### src/hw/rtl/lgs_pkg.sv
// ----------------------------------------------------------------------------
// lgs_pkg - shared definitions for the life generation stencil
// Grid limits, field widths, rule counts, register indexes and the edge
// flag bundle passed from the position tracker to the cell evaluator.
// ----------------------------------------------------------------------------
package lgs_pkg;

  localparam int MAX_WIDTH  = 1024;
  localparam int MAX_HEIGHT = 1024;

  localparam int COL_W  = $clog2(MAX_WIDTH);    // line store address
  localparam int WID_W  = COL_W + 1;            // holds MAX_WIDTH itself
  localparam int ROW_W  = 11;                   // row position, saturates
  localparam int CFG_W  = 11;                   // grid_width / grid_height
  localparam int EMIT_W = 20;                   // cells emitted in a frame
  localparam int CNT_W  = 4;                    // neighbour count 0..8
  localparam int DATA_W = 32;
  localparam int ADDR_W = 3;

  localparam logic [CNT_W-1:0] BIRTH_COUNT = 4'd3;
  localparam logic [CNT_W-1:0] STAY_COUNT  = 4'd2;

  // window layout: bits 0..2 two rows back, 3..5 one row back, 6..8 current
  localparam logic [8:0] WIN_SHIFT_MASK = 9'h1B6;
  localparam logic [8:0] CENTRE_BIT     = 9'h010;

  localparam logic REG_GRID_WIDTH  = 1'b0;
  localparam logic REG_GRID_HEIGHT = 1'b1;

  typedef struct packed {
    logic top_row;     // emitted cell lies in the first row
    logic bottom_row;  // emitted cell lies in the last row
    logic left_col;    // emitted cell lies in the first column
    logic right_col;   // emitted cell lies in the last column
  } lgs_edges_t;

endpackage

### src/hw/rtl/life_generation_stencil_core.sv
// ----------------------------------------------------------------------------
// life_generation_stencil_core - one generation of B3/S23 over a cell stream
// Two line stores and a 3x3 window evaluate each cell as its lower row
// arrives; borders count as dead.
// ----------------------------------------------------------------------------
// Usage:
//   Cells enter in raster order on the in_ channel, one per transaction; an
//   item with in_flush high counts as a dead cell. After the W*H cells of a
//   frame, send W+1 flush items to push out the last row.
//   Each transaction that completes a cell gives one out_ transaction, lagging
//   the stream by one row plus one cell; the first W+1 items of a frame give
//   none. out_last_cell marks the final cell, after which a new frame starts.
//   One item is taken every cycle while in_stall is low; it is registered in
//   the item stage, and its result is registered when the item leaves that
//   stage and then shows on out_. The line stores have one read and one
//   write port, read at the accept edge and written when the item leaves
//   the item stage, with a bypass for back-to-back use of the same column.
//   A stall on out_ holds the result register and the item stage, and in_stall
//   rises only once both are full.
//   After reset, in_stall stays high while all MAX_WIDTH (1024) entries of
//   both line stores are cleared; register writes are taken throughout.
//   grid_width and grid_height: APB byte addresses 0 and 4 (decoded on paddr[2]).
//   A write restarts the frame; the user must make it while idle (not enforced).
// ----------------------------------------------------------------------------
module life_generation_stencil_core (
  input  logic                       clk,
  input  logic                       rst_n,
  // input channel
  input  logic                       in_valid,
  output logic                       in_stall,
  input  logic                       in_cell_alive,
  input  logic                       in_flush,
  // result channel
  output logic                       out_valid,
  input  logic                       out_stall,
  output logic                       out_next_alive,
  output logic [lgs_pkg::CNT_W-1:0]  out_neighbour_count,
  output logic                       out_last_cell,
  // configuration port
  input  logic                       psel,
  input  logic                       penable,
  input  logic                       pwrite,
  input  logic [lgs_pkg::ADDR_W-1:0] paddr,
  input  logic [lgs_pkg::DATA_W-1:0] pwdata,
  output logic [lgs_pkg::DATA_W-1:0] prdata,
  output logic                       pready
);
  import lgs_pkg::*;

  // configuration
  logic [CFG_W-1:0] grid_width_r, grid_width_nxt;
  logic [CFG_W-1:0] grid_height_r, grid_height_nxt;
  logic             cfg_wr;
  logic [WID_W-1:0] eff_w;
  logic [ROW_W-1:0] eff_h;

  // line store clearing
  logic             clr_active_r, clr_active_nxt;
  logic [COL_W-1:0] clr_addr_r, clr_addr_nxt;

  // frame position
  logic [COL_W-1:0]  col_r, col_nxt;
  logic [ROW_W-1:0]  row_r, row_nxt;
  logic [EMIT_W-1:0] emit_cnt_r, emit_cnt_nxt;

  // position decode for the incoming item
  logic             x_zero;
  logic             emit_ok;
  logic [ROW_W-1:0] pr;
  logic             produce;
  logic             last;
  lgs_edges_t       edges;
  logic [WID_W-1:0] col_inc;
  logic             cell_in;

  // item stage
  logic             a_valid_r, a_valid_nxt;
  logic             a_cell_r;
  logic [COL_W-1:0] a_col_r;
  logic             a_produce_r;
  logic             a_last_r;
  lgs_edges_t       a_edges_r;
  logic             hit_r;
  logic             fwd_top_r;
  logic             fwd_mid_r;
  logic             up_rd_r;
  logic             mid_rd_r;

  // line stores
  logic             upper_mem [MAX_WIDTH];
  logic             middle_mem [MAX_WIDTH];
  logic             mem_we;
  logic [COL_W-1:0] mem_addr;
  logic             up_wd;
  logic             mid_wd;

  // window and evaluation
  logic [8:0]       win_r, win_nxt;
  logic             top_in;
  logic             mid_in;
  logic [CNT_W-1:0] eval_count;
  logic             eval_alive;

  // result register
  logic             out_valid_r, out_valid_nxt;
  logic             out_alive_r;
  logic [CNT_W-1:0] out_count_r;
  logic             out_last_r;

  logic             in_acc;
  logic             advance;
  logic             hit;

  // ------------------------------------------------------------------
  // configuration port
  // ------------------------------------------------------------------
  assign pready = 1'b1;
  assign cfg_wr = psel && penable && pwrite && pready;

  always_comb begin
    grid_width_nxt  = grid_width_r;
    grid_height_nxt = grid_height_r;
    if (cfg_wr) begin
      unique case (paddr[2])
        REG_GRID_WIDTH:  grid_width_nxt  = pwdata[CFG_W-1:0];
        REG_GRID_HEIGHT: grid_height_nxt = pwdata[CFG_W-1:0];
      endcase
    end
  end

  always_comb begin
    unique case (paddr[2])
      REG_GRID_WIDTH:  prdata = DATA_W'(grid_width_r);
      REG_GRID_HEIGHT: prdata = DATA_W'(grid_height_r);
    endcase
  end

  // out-of-range sizes are clamped
  always_comb begin
    if (grid_width_r == '0) begin
      eff_w = WID_W'(1);
    end else if (int'(grid_width_r) > MAX_WIDTH) begin
      eff_w = WID_W'(MAX_WIDTH);
    end else begin
      eff_w = WID_W'(grid_width_r);
    end
  end

  always_comb begin
    if (grid_height_r == '0) begin
      eff_h = ROW_W'(1);
    end else if (int'(grid_height_r) > MAX_HEIGHT) begin
      eff_h = ROW_W'(MAX_HEIGHT);
    end else begin
      eff_h = ROW_W'(grid_height_r);
    end
  end

  // ------------------------------------------------------------------
  // handshake
  // ------------------------------------------------------------------
  assign advance  = a_valid_r && (!out_valid_r || !out_stall);
  assign in_stall = clr_active_r || (a_valid_r && !advance);
  assign in_acc   = in_valid && !in_stall;
  assign hit      = advance && (a_col_r == col_r);
  assign cell_in  = in_cell_alive && !in_flush;

  // ------------------------------------------------------------------
  // position of the cell that the incoming item completes
  // ------------------------------------------------------------------
  assign x_zero = (col_r == '0);

  always_comb begin
    if (!x_zero) begin
      emit_ok = (row_r >= ROW_W'(1));
      pr      = row_r - ROW_W'(1);
    end else begin
      // start of a row finishes the last cell of the row two back
      emit_ok = (row_r >= ROW_W'(2));
      pr      = row_r - ROW_W'(2);
    end
  end

  assign produce          = emit_ok && (pr < eff_h);
  assign edges.top_row    = (pr == '0);
  assign edges.bottom_row = (pr == eff_h - ROW_W'(1));
  assign edges.left_col   = x_zero ? (eff_w == WID_W'(1)) : (col_r == COL_W'(1));
  assign edges.right_col  = x_zero;
  assign last             = edges.bottom_row && edges.right_col;
  assign col_inc          = {1'b0, col_r} + WID_W'(1);

  always_comb begin
    col_nxt      = col_r;
    row_nxt      = row_r;
    emit_cnt_nxt = emit_cnt_r;
    if (cfg_wr) begin
      col_nxt      = '0;
      row_nxt      = '0;
      emit_cnt_nxt = '0;
    end else if (in_acc) begin
      if (produce && last) begin
        col_nxt      = '0;
        row_nxt      = '0;
        emit_cnt_nxt = '0;
      end else begin
        if (produce) begin
          emit_cnt_nxt = emit_cnt_r + EMIT_W'(1);
        end
        if (col_inc >= eff_w) begin
          col_nxt = '0;
          if (row_r != '1) begin
            row_nxt = row_r + ROW_W'(1);
          end
        end else begin
          col_nxt = col_inc[COL_W-1:0];
        end
      end
    end
  end

  // ------------------------------------------------------------------
  // clearing pass and stage control
  // ------------------------------------------------------------------
  always_comb begin
    clr_active_nxt = clr_active_r;
    clr_addr_nxt   = clr_addr_r;
    if (clr_active_r) begin
      clr_addr_nxt = clr_addr_r + COL_W'(1);
      if (clr_addr_r == COL_W'(MAX_WIDTH - 1)) begin
        clr_active_nxt = 1'b0;
      end
    end
  end

  always_comb begin
    a_valid_nxt = a_valid_r;
    if (in_acc) begin
      a_valid_nxt = 1'b1;
    end else if (advance) begin
      a_valid_nxt = 1'b0;
    end
  end

  always_comb begin
    out_valid_nxt = out_valid_r;
    if (advance) begin
      out_valid_nxt = a_produce_r;
    end else if (out_valid_r && !out_stall) begin
      out_valid_nxt = 1'b0;
    end
  end

  always_ff @(posedge clk) begin
    if (!rst_n) begin
      grid_width_r  <= CFG_W'(64);
      grid_height_r <= CFG_W'(64);
      clr_active_r  <= 1'b1;
      clr_addr_r    <= '0;
      col_r         <= '0;
      row_r         <= '0;
      emit_cnt_r    <= '0;
      a_valid_r     <= 1'b0;
      out_valid_r   <= 1'b0;
      win_r         <= '0;
    end else begin
      grid_width_r  <= grid_width_nxt;
      grid_height_r <= grid_height_nxt;
      clr_active_r  <= clr_active_nxt;
      clr_addr_r    <= clr_addr_nxt;
      col_r         <= col_nxt;
      row_r         <= row_nxt;
      emit_cnt_r    <= emit_cnt_nxt;
      a_valid_r     <= a_valid_nxt;
      out_valid_r   <= out_valid_nxt;
      win_r         <= win_nxt;
    end
  end

  // item stage payload
  always_ff @(posedge clk) begin
    if (in_acc) begin
      a_cell_r    <= cell_in;
      a_col_r     <= col_r;
      a_produce_r <= produce;
      a_last_r    <= last;
      a_edges_r   <= edges;
      // the store write of the leaving item lands on the same edge
      hit_r       <= hit;
      fwd_top_r   <= mid_in;
      fwd_mid_r   <= a_cell_r;
    end
  end

  // ------------------------------------------------------------------
  // line stores
  // ------------------------------------------------------------------
  assign mem_we   = clr_active_r || advance;
  assign mem_addr = clr_active_r ? clr_addr_r : a_col_r;
  assign up_wd    = clr_active_r ? 1'b0 : mid_in;
  assign mid_wd   = clr_active_r ? 1'b0 : a_cell_r;

  always_ff @(posedge clk) begin
    if (mem_we) begin
      upper_mem[mem_addr] <= up_wd;
    end
    if (in_acc) begin
      up_rd_r <= upper_mem[col_r];
    end
  end

  always_ff @(posedge clk) begin
    if (mem_we) begin
      middle_mem[mem_addr] <= mid_wd;
    end
    if (in_acc) begin
      mid_rd_r <= middle_mem[col_r];
    end
  end

  // ------------------------------------------------------------------
  // window and evaluation
  // ------------------------------------------------------------------
  assign top_in = hit_r ? fwd_top_r : up_rd_r;
  assign mid_in = hit_r ? fwd_mid_r : mid_rd_r;

  always_comb begin
    win_nxt = win_r;
    if (advance) begin
      win_nxt = ((win_r << 1) & WIN_SHIFT_MASK)
              | {2'b00, a_cell_r, 2'b00, mid_in, 2'b00, top_in};
    end
  end

  lgs_cell_eval u_cell_eval (
    .win             (win_nxt),
    .edges           (a_edges_r),
    .neighbour_count (eval_count),
    .next_alive      (eval_alive)
  );

  always_ff @(posedge clk) begin
    if (advance) begin
      out_alive_r <= eval_alive;
      out_count_r <= eval_count;
      out_last_r  <= a_last_r;
    end
  end

  assign out_valid           = out_valid_r;
  assign out_next_alive      = out_alive_r;
  assign out_neighbour_count = out_count_r;
  assign out_last_cell       = out_last_r;

`ifndef SYNTHESIS
  a_clear_blocks_input: assert property (@(posedge clk) disable iff (!rst_n)
    clr_active_r |-> (in_stall && !a_valid_r))
    else $error("item taken during line store clearing");

  a_col_in_range: assert property (@(posedge clk) disable iff (!rst_n)
    {1'b0, col_r} < eff_w)
    else $error("column position beyond grid width");

  a_frame_restart: assert property (@(posedge clk) disable iff (!rst_n)
    (in_acc && produce && last) |=> (col_r == '0 && row_r == '0 && emit_cnt_r == '0))
    else $error("frame did not restart after final cell");

  a_count_range: assert property (@(posedge clk) disable iff (!rst_n)
    out_valid_r |-> (out_count_r <= CNT_W'(8)))
    else $error("neighbour count above eight");
`endif

endmodule

### src/hw/rtl/lgs_cell_eval.sv
// ----------------------------------------------------------------------------
// lgs_cell_eval - neighbour count and B3/S23 rule
// Masks the 3x3 window at the grid borders, counts the live neighbours and
// decides the next state of the centre cell.
// ----------------------------------------------------------------------------
module lgs_cell_eval (
  input  logic [8:0]                win,
  input  lgs_pkg::lgs_edges_t       edges,
  output logic [lgs_pkg::CNT_W-1:0] neighbour_count,
  output logic                      next_alive
);
  import lgs_pkg::*;

  logic [8:0]       row_keep;
  logic [2:0]       col_keep;
  logic [8:0]       keep;
  logic [8:0]       live;
  logic [CNT_W-1:0] sum;

  // tap 0 is the newest column (right of centre), tap 2 the oldest (left)
  assign row_keep = {{3{~edges.bottom_row}}, 3'b111, {3{~edges.top_row}}};
  assign col_keep = {~edges.left_col, 1'b1, ~edges.right_col};
  assign keep     = row_keep & {3{col_keep}} & ~CENTRE_BIT;
  assign live     = win & keep;

  always_comb begin
    sum = '0;
    for (int i = 0; i < 9; i++) begin
      sum = sum + CNT_W'(live[i]);
    end
  end

  assign neighbour_count = sum;
  assign next_alive = (sum == BIRTH_COUNT) || (win[4] && (sum == STAY_COUNT));

endmodule
### config.mk
export PLATFORM = sky130hd
export DESIGN_NAME = life_generation_stencil_core
export DESIGN_NICKNAME = d
export VERILOG_FILES = /design/src/hw/rtl/lgs_pkg.sv /design/src/hw/rtl/life_generation_stencil_core.sv /design/src/hw/rtl/lgs_cell_eval.sv
export SDC_FILE = /design/constraint.sdc
export NUM_CORES = 2
export LEC_CHECK = 0
export BUFFER_PORTS_ARGS = -buffer_cell sky130_fd_sc_hd__buf_2
export CAP_MARGIN = 0
export CORE_MARGIN = 2
export CORE_UTILIZATION = 44
export CTS_CLUSTER_DIAMETER = 120
export DETAILED_ROUTE_END_ITERATION = 16
export GPL_ROUTABILITY_DRIVEN = 0
export PLACE_DENSITY = 0.66
export SYNTH_ARGS = -nofsm -noshare
export SYNTH_HDL_FRONTEND = slang
export SYNTH_SLANG_ARGS = --single-unit
### constraint.sdc
create_clock -name clk -period 39.3 [get_ports clk]
set_input_delay 3.93 -clock clk [delete_from_list [all_inputs] [get_ports clk]]
set_output_delay 3.93 -clock clk [all_outputs]
set_load 0.02 [all_outputs]
# After elaboration in Yosys (flattened, before gate mapping)
# Memories as Yosys holds them, arrays and structs flattened. A register that Yosys moved wholly into a read port is not among the register bits.
# Cells that the tools add are included.
[op_classes]
n_addsub = 14
magnitude_cmp = 6
n_eq_ne = 8
mux = 27
bitwise = 9
reduce_logical = 33
[ops]
columns = ["operator", "count"]
rows = [
  ["$mux W11", 8],
  ["$pmux W32 S2", 1],
  ["$logic_not A11 Y1", 3],
  ["$mux W10", 3],
  ["$add A4 B1 Y4", 7],
  ["$gt A11 B11 Y1 const B", 2],
  ["$sub A11 B1 Y11 const B", 2],
  ["$and A9 B9 Y9", 2],
  ["$mux W1", 14],
  ["$logic_and A1 B1 Y1", 12],
  ["$add A10 B1 Y11 const B", 1],
  ["$add A11 B1 Y11 const B", 1],
  ["$eq A11 B1 Y1 const B", 1],
  ["$eq A11 B11 Y1", 1],
  ["$ge A11 B1 Y1 const B", 1],
  ["$ge A11 B11 Y1", 1],
  ["$ge A11 B2 Y1 const B", 1],
  ["$lt A11 B11 Y1", 1],
  ["$ne A11 B11 Y1 const B", 1],
  ["$sub A11 B2 Y11 const B", 1],
  ["$add A10 B1 Y10 const B", 1],
  ["$eq A10 B1 Y1 const B", 1],
  ["$eq A10 B10 Y1", 1],
  ["$eq A10 B10 Y1 const B", 1],
  ["12 further kinds", 29],
]
[word_totals]
regBits = 91
ram_bits = 2048
inputBits = 44
n_memories = 2
[memory_table]
columns = ["memory", "words", "width", "read_ports", "rd_clocked_by_memory_dff", "write_ports", "line", "source"]
rows = [
  ["middle_mem", 1024, 1, 1, 1, 1, "life_generation_stencil_core.sv:91", "logic middle_mem [MAX_WIDTH];"],
  ["upper_mem", 1024, 1, 1, 1, 1, "life_generation_stencil_core.sv:90", "logic upper_mem [MAX_WIDTH];"],
]

# Logic depth before layout (Yosys ltp)
[logic_depth]
depth_word = 16
ltp_mapped = 23
mapped_depth_nobuf = 16

# Hierarchy
# From an unflattened synthesis, not the netlist that was laid out.
[hier_totals]
cells_unflattened = 5015
hier_area_um2 = 88960.3
[modules_own_cells]
columns = ["mod", "instances", "cells_per_inst", "area_each_um2"]
rows = [
  ["life_generation_stencil_core", 1, 4989, 88731.4],
  ["lgs_cell_eval", 1, 26, 229.0],
]

# Least setup slack after synthesis
# No wires, ideal clock.
[synth_path]
path_kind = "register to register"
startpoint = "register clr_active_r"
endpoint = "memory middle_mem[0] (data pin)"
setup_time_ns = 5.222
arrival_time_ns = 25.586
slack_ns = 8.492
stages_incl_launch_ff = 5
path_cell_list = "dfxtp_1 -> clkbuf_1 -> clkbuf_1 -> buf_1 -> nor2b_1"
[synth_between]
elab_chain_cells = 1
[synth_lines]
columns = ["element", "line", "source"]
rows = [
  ["start: declaration", "life_generation_stencil_core.sv:58", "logic clr_active_r, clr_active_nxt;"],
  ["start signal: assignment", "life_generation_stencil_core.sv:268", "clr_active_r <= clr_active_nxt;"],
  ["$mux W1", "life_generation_stencil_core.sv:300", "assign mid_wd = clr_active_r ? 1'b0 : a_cell_r;"],
  ["named net mid_wd", "life_generation_stencil_core.sv:95", "logic mid_wd;"],
  ["end: declaration", "life_generation_stencil_core.sv:91", ""],
]
# The timed path passes the listed nets, and every way through them passes these cells.

# Worst setup path in the final report
[layout_path]
startpoint = "input port paddr[2] (netlist name)"
endpoint = "output port prdata[2] (netlist name)"
[layout_between]
elab_chain_cells = 2
[layout_lines]
columns = ["element", "line", "source"]
rows = [
  ["start: declaration", "life_generation_stencil_core.sv:43", "input logic [lgs_pkg::ADDR_W-1:0] paddr,"],
  ["$not A1 Y1", "-", ""],
  ["$pmux W32 S2 *", "life_generation_stencil_core.sv:132", "unique case (paddr[2])"],
  ["end: declaration", "life_generation_stencil_core.sv:45", "output logic [lgs_pkg::DATA_W-1:0] prdata,"],
]
# Every way passes the cells marked *; elsewhere a longest branch is shown, timed or not. The select of a mux whose other input is x is not followed.

==> flow_metrics.tcl <==
set metrics [dict create \
    ys_async_sr_fraction_pct 0 \
    synthCells 5073 \
    grt_start_max_net_pins 254 \
    antenna_left 0 \
    slew_headroom_pct 13.9 \
    cts_hold_buf 0 \
    crit_arrival_ns 4.76 \
    nFillCells 16500 \
    nNetsFinal 5116 \
    final_cell_mix "edfxtp_1 (2076), nor2_1 (1094), mux4_2 (640)" \
    core_area_mm2 0.201 \
    syn_area_per_cell_um2 17.5 \
    status "finished clean" \
    routed_wl_um 217000 \
    yosysSeqAreaShare_pct 71.6 \
    netlist_top_cells_area "edfxtp_1 (70%), mux4_2 (16%), nor2_1 (4.6%), dfxtp_1 (1.5%), clkbuf_1 (1.2%)" \
    synth_area_mm2 0.0889 \
    path_clk_slew_ns 0.06 \
    leakage_nw 33.2 \
    drc 0 \
    synth_compound_area_share_pct 1.61 \
    fin_crit_sh_pct 22.1 \
    cts.path.max_buffers 3 \
    grt_pass1_wl_um 316000 \
    mostFrequentLayoutCell "edfxtp_1" \
    drt_iter0_markers 5904 \
    dieArea_mm2 0.206 \
    crit_chain "buf_2, mux2_2, buf_2" \
    ys_warn_count 0 \
    synth_seq_cells 2141 \
    startpoint_type "input pin" \
    post-route-min-period_ns 8.69 \
    min_path_type "register to register" \
    io_buffers 39 \
    tritoncts "yes" \
    grt_overflow 0 \
    cts-buffers-inserted 213 \
    cellPowerDensity_mw_per_mm2 45.5 \
    worstSetupPathType "input pin to output pin" \
    die_h_um 454 \
    rsz0062_at_grt "no" \
    antenna_found_initial 6 \
    grt_pass1_vias 47400 \
    clockRootBuffer "clkbuf_16" \
    clkSinkCount 2141 \
    ys.flop_type "edfxtp_1" \
    cap_violations 0 \
    dp_hpwl_um 116000 \
    num_rows 165 \
    slowest_delay_ns 0.39 \
    crit_slowest_cell "mux2_2" \
    crit_top_cell "buf_2" \
    peakVddDrop_v 0.0000386 \
    drt-pass1-iter-count 8 \
    cts_setup_buffers 0 \
    hold_viol 0 \
    ios 85 \
    start_util_pct 44.1 \
    synthAdderAreaFrac_pct 0.596 \
    path_max_fanout 16 \
    synth_top_family_by_area "multiplexers" \
    cts_max_level 4 \
    drive_gt1_share_pct 22.5 \
    tightest_slew_ns 1.29 \
    maxSlewViolCount 0 \
    die_w_um 454 \
    stdcell_count 7885 \
    vias_per_cell 5.95 \
    post_drt_wl_per_cell_um 27.5 \
    dp_cells 7489 \
    synth_edf_count 2076 \
    synth_largest_area_cell "edfxtp_1" \
    area_growth_pct 11.0 \
    synthXorXnorAreaFrac_pct 0.400 \
    setup_viol 0 \
    cp-end-kind "output pin" \
    fmax_mhz 115 \
    grt_use_total_pct 21.0 \
    ctsResizeCount 0 \
    yosys.area_share.simple_pct 6.83 \
    vias 46900 \
    fin_tns_setup_ns 0 \
    synth_top_area_share_pct 70.1 \
    clk_latency_ns 0.86 \
    synth_mux_area_share_pct 17.0 \
    worstPathRequired_ns 35.37 \
    synth.distinct_cells 76 \
    worst_clock_skew_ns 0.0254 \
]
-- metrics by stage --
stage	area (um2)	power, mW	hold slack [ns]	setup slack, ns	util (%)
6_report	98700	4.49	0.428	30.61	49.0
5_1_grt	98700	4.61	0.442	30.58	49.0
4_1_cts	98700	4.52	0.428	30.62	49.0
3_5_place_dp	91900	2.55	0.414	30.62	45.6
3_3_place_gp	91900	2.55	0.413	30.62	45.6
2_1_floorplan	89000	2.53	0.400	8.49	-
-- cell families after synthesis --
| family | Yosys count |
|---|---|
| flops | 2141 |
| simple gates | 1482 |
| mux | 707 |
| buf+inv | 448 |
| compound gates | 214 |
| fa+ha+maj | 40 |
| xor+xnor | 39 |
| other cells | 2 |
-- routing by layer --
| metal | share of wire [%] | vias to the layer above | wire (um) | track usage, % |
|---|---|---|---|---|
| met2 | 49 | 2042 | 106000 | 34.3 |
| met5 | 0 | - | 0 | 0 |
| li1 | - | 19700 | - | - |
| met4 | 2.8 | 0 | 6080 | 6.29 |
| met1 | 40 | 24800 | 86500 | 29.1 |
| met3 | 8.5 | 321 | 18400 | 3.76 |
-- where the power goes --
part,switching [mW],internal [mW]
logic,0.0273,0.00789
clock network,0.871,1.12
registers,0.00168,2.47
total,0.900,3.59
-- layout make-up --
cell class | instances | area [um2] | share of cell area (%)
Antenna cell | 3 | 7.51 | 0.00760
Clock buffer | 256 | 5580 | 5.65
Timing Repair Buffer | 137 | 1020 | 1.03
Inverter | 35 | 134 | 0.136
Tap cell | 2672 | 3340 | 3.39
Clock inverter | 137 | 1220 | 1.24
Sequential cell | 2141 | 63700 | 64.5
Multi-Input combinational cell | 2504 | 23800 | 24.1
-- cell usage after synthesis (all sizes together), types with 5 or more instances --
library cell / number
a21boi: 25
a22oi: 20
xnor2: 23
nor2: 1097
mux4: 640
o21a: 5
or2: 5
or4: 6
nor2b: 23
buf: 136
nand4: 16
nor4: 16
o21ai: 37
o22ai: 5
nand2b: 14
a21oi: 51
o31ai: 9
or3: 16
ha: 36
nand3: 29
nor3: 33
a21o: 6
clkbuf: 277
mux2i: 47
a22o: 7
xor2: 15
mux2: 20
nand2: 197
and3: 5
and2: 9
dfxtp: 65
inv: 33
a31oi: 17
edfxtp: 2076
-- critical path, delay by kind of cell --
family / cells / cell delay (ns)
buf+inv: 2 / 0.43
mux: 1 / 0.39
-- state kept, by name, summed over array words and instances (netlist names) --
signal               flops
fwd_top_r                1
row_r                   11
a_col_r                 10
mid_rd_r                 1
middle_mem            1024
fwd_mid_r                1
a_cell_r                 1
clr_addr_r              10
out_last_cell            1
hit_r                    1
a_valid_r                1
grid_height_r           11
a_last_r                 1
clr_active_r             1
upper_mem             1024
out_valid                1
grid_width_r            11
out_next_alive           1
a_produce_r              1
up_rd_r                  1
a_edges_r                4
out_neighbour_count      4
col_r                   10
win_r                    9
-- path summary, 6_finish.rpt --
path                        end     start  cells past startpoint  slack [ns]
setup / recovery      prdata[2]  paddr[2]                      3       30.61
hold / removal    out_last_cell  a_last_r                      0        0.43
setup reg to reg       mid_rd_r  col_r[0]                     10       32.80
hold reg to reg   out_last_cell  a_last_r                      0        0.43
No activity file was read; power rests on OpenSTA's default activity.
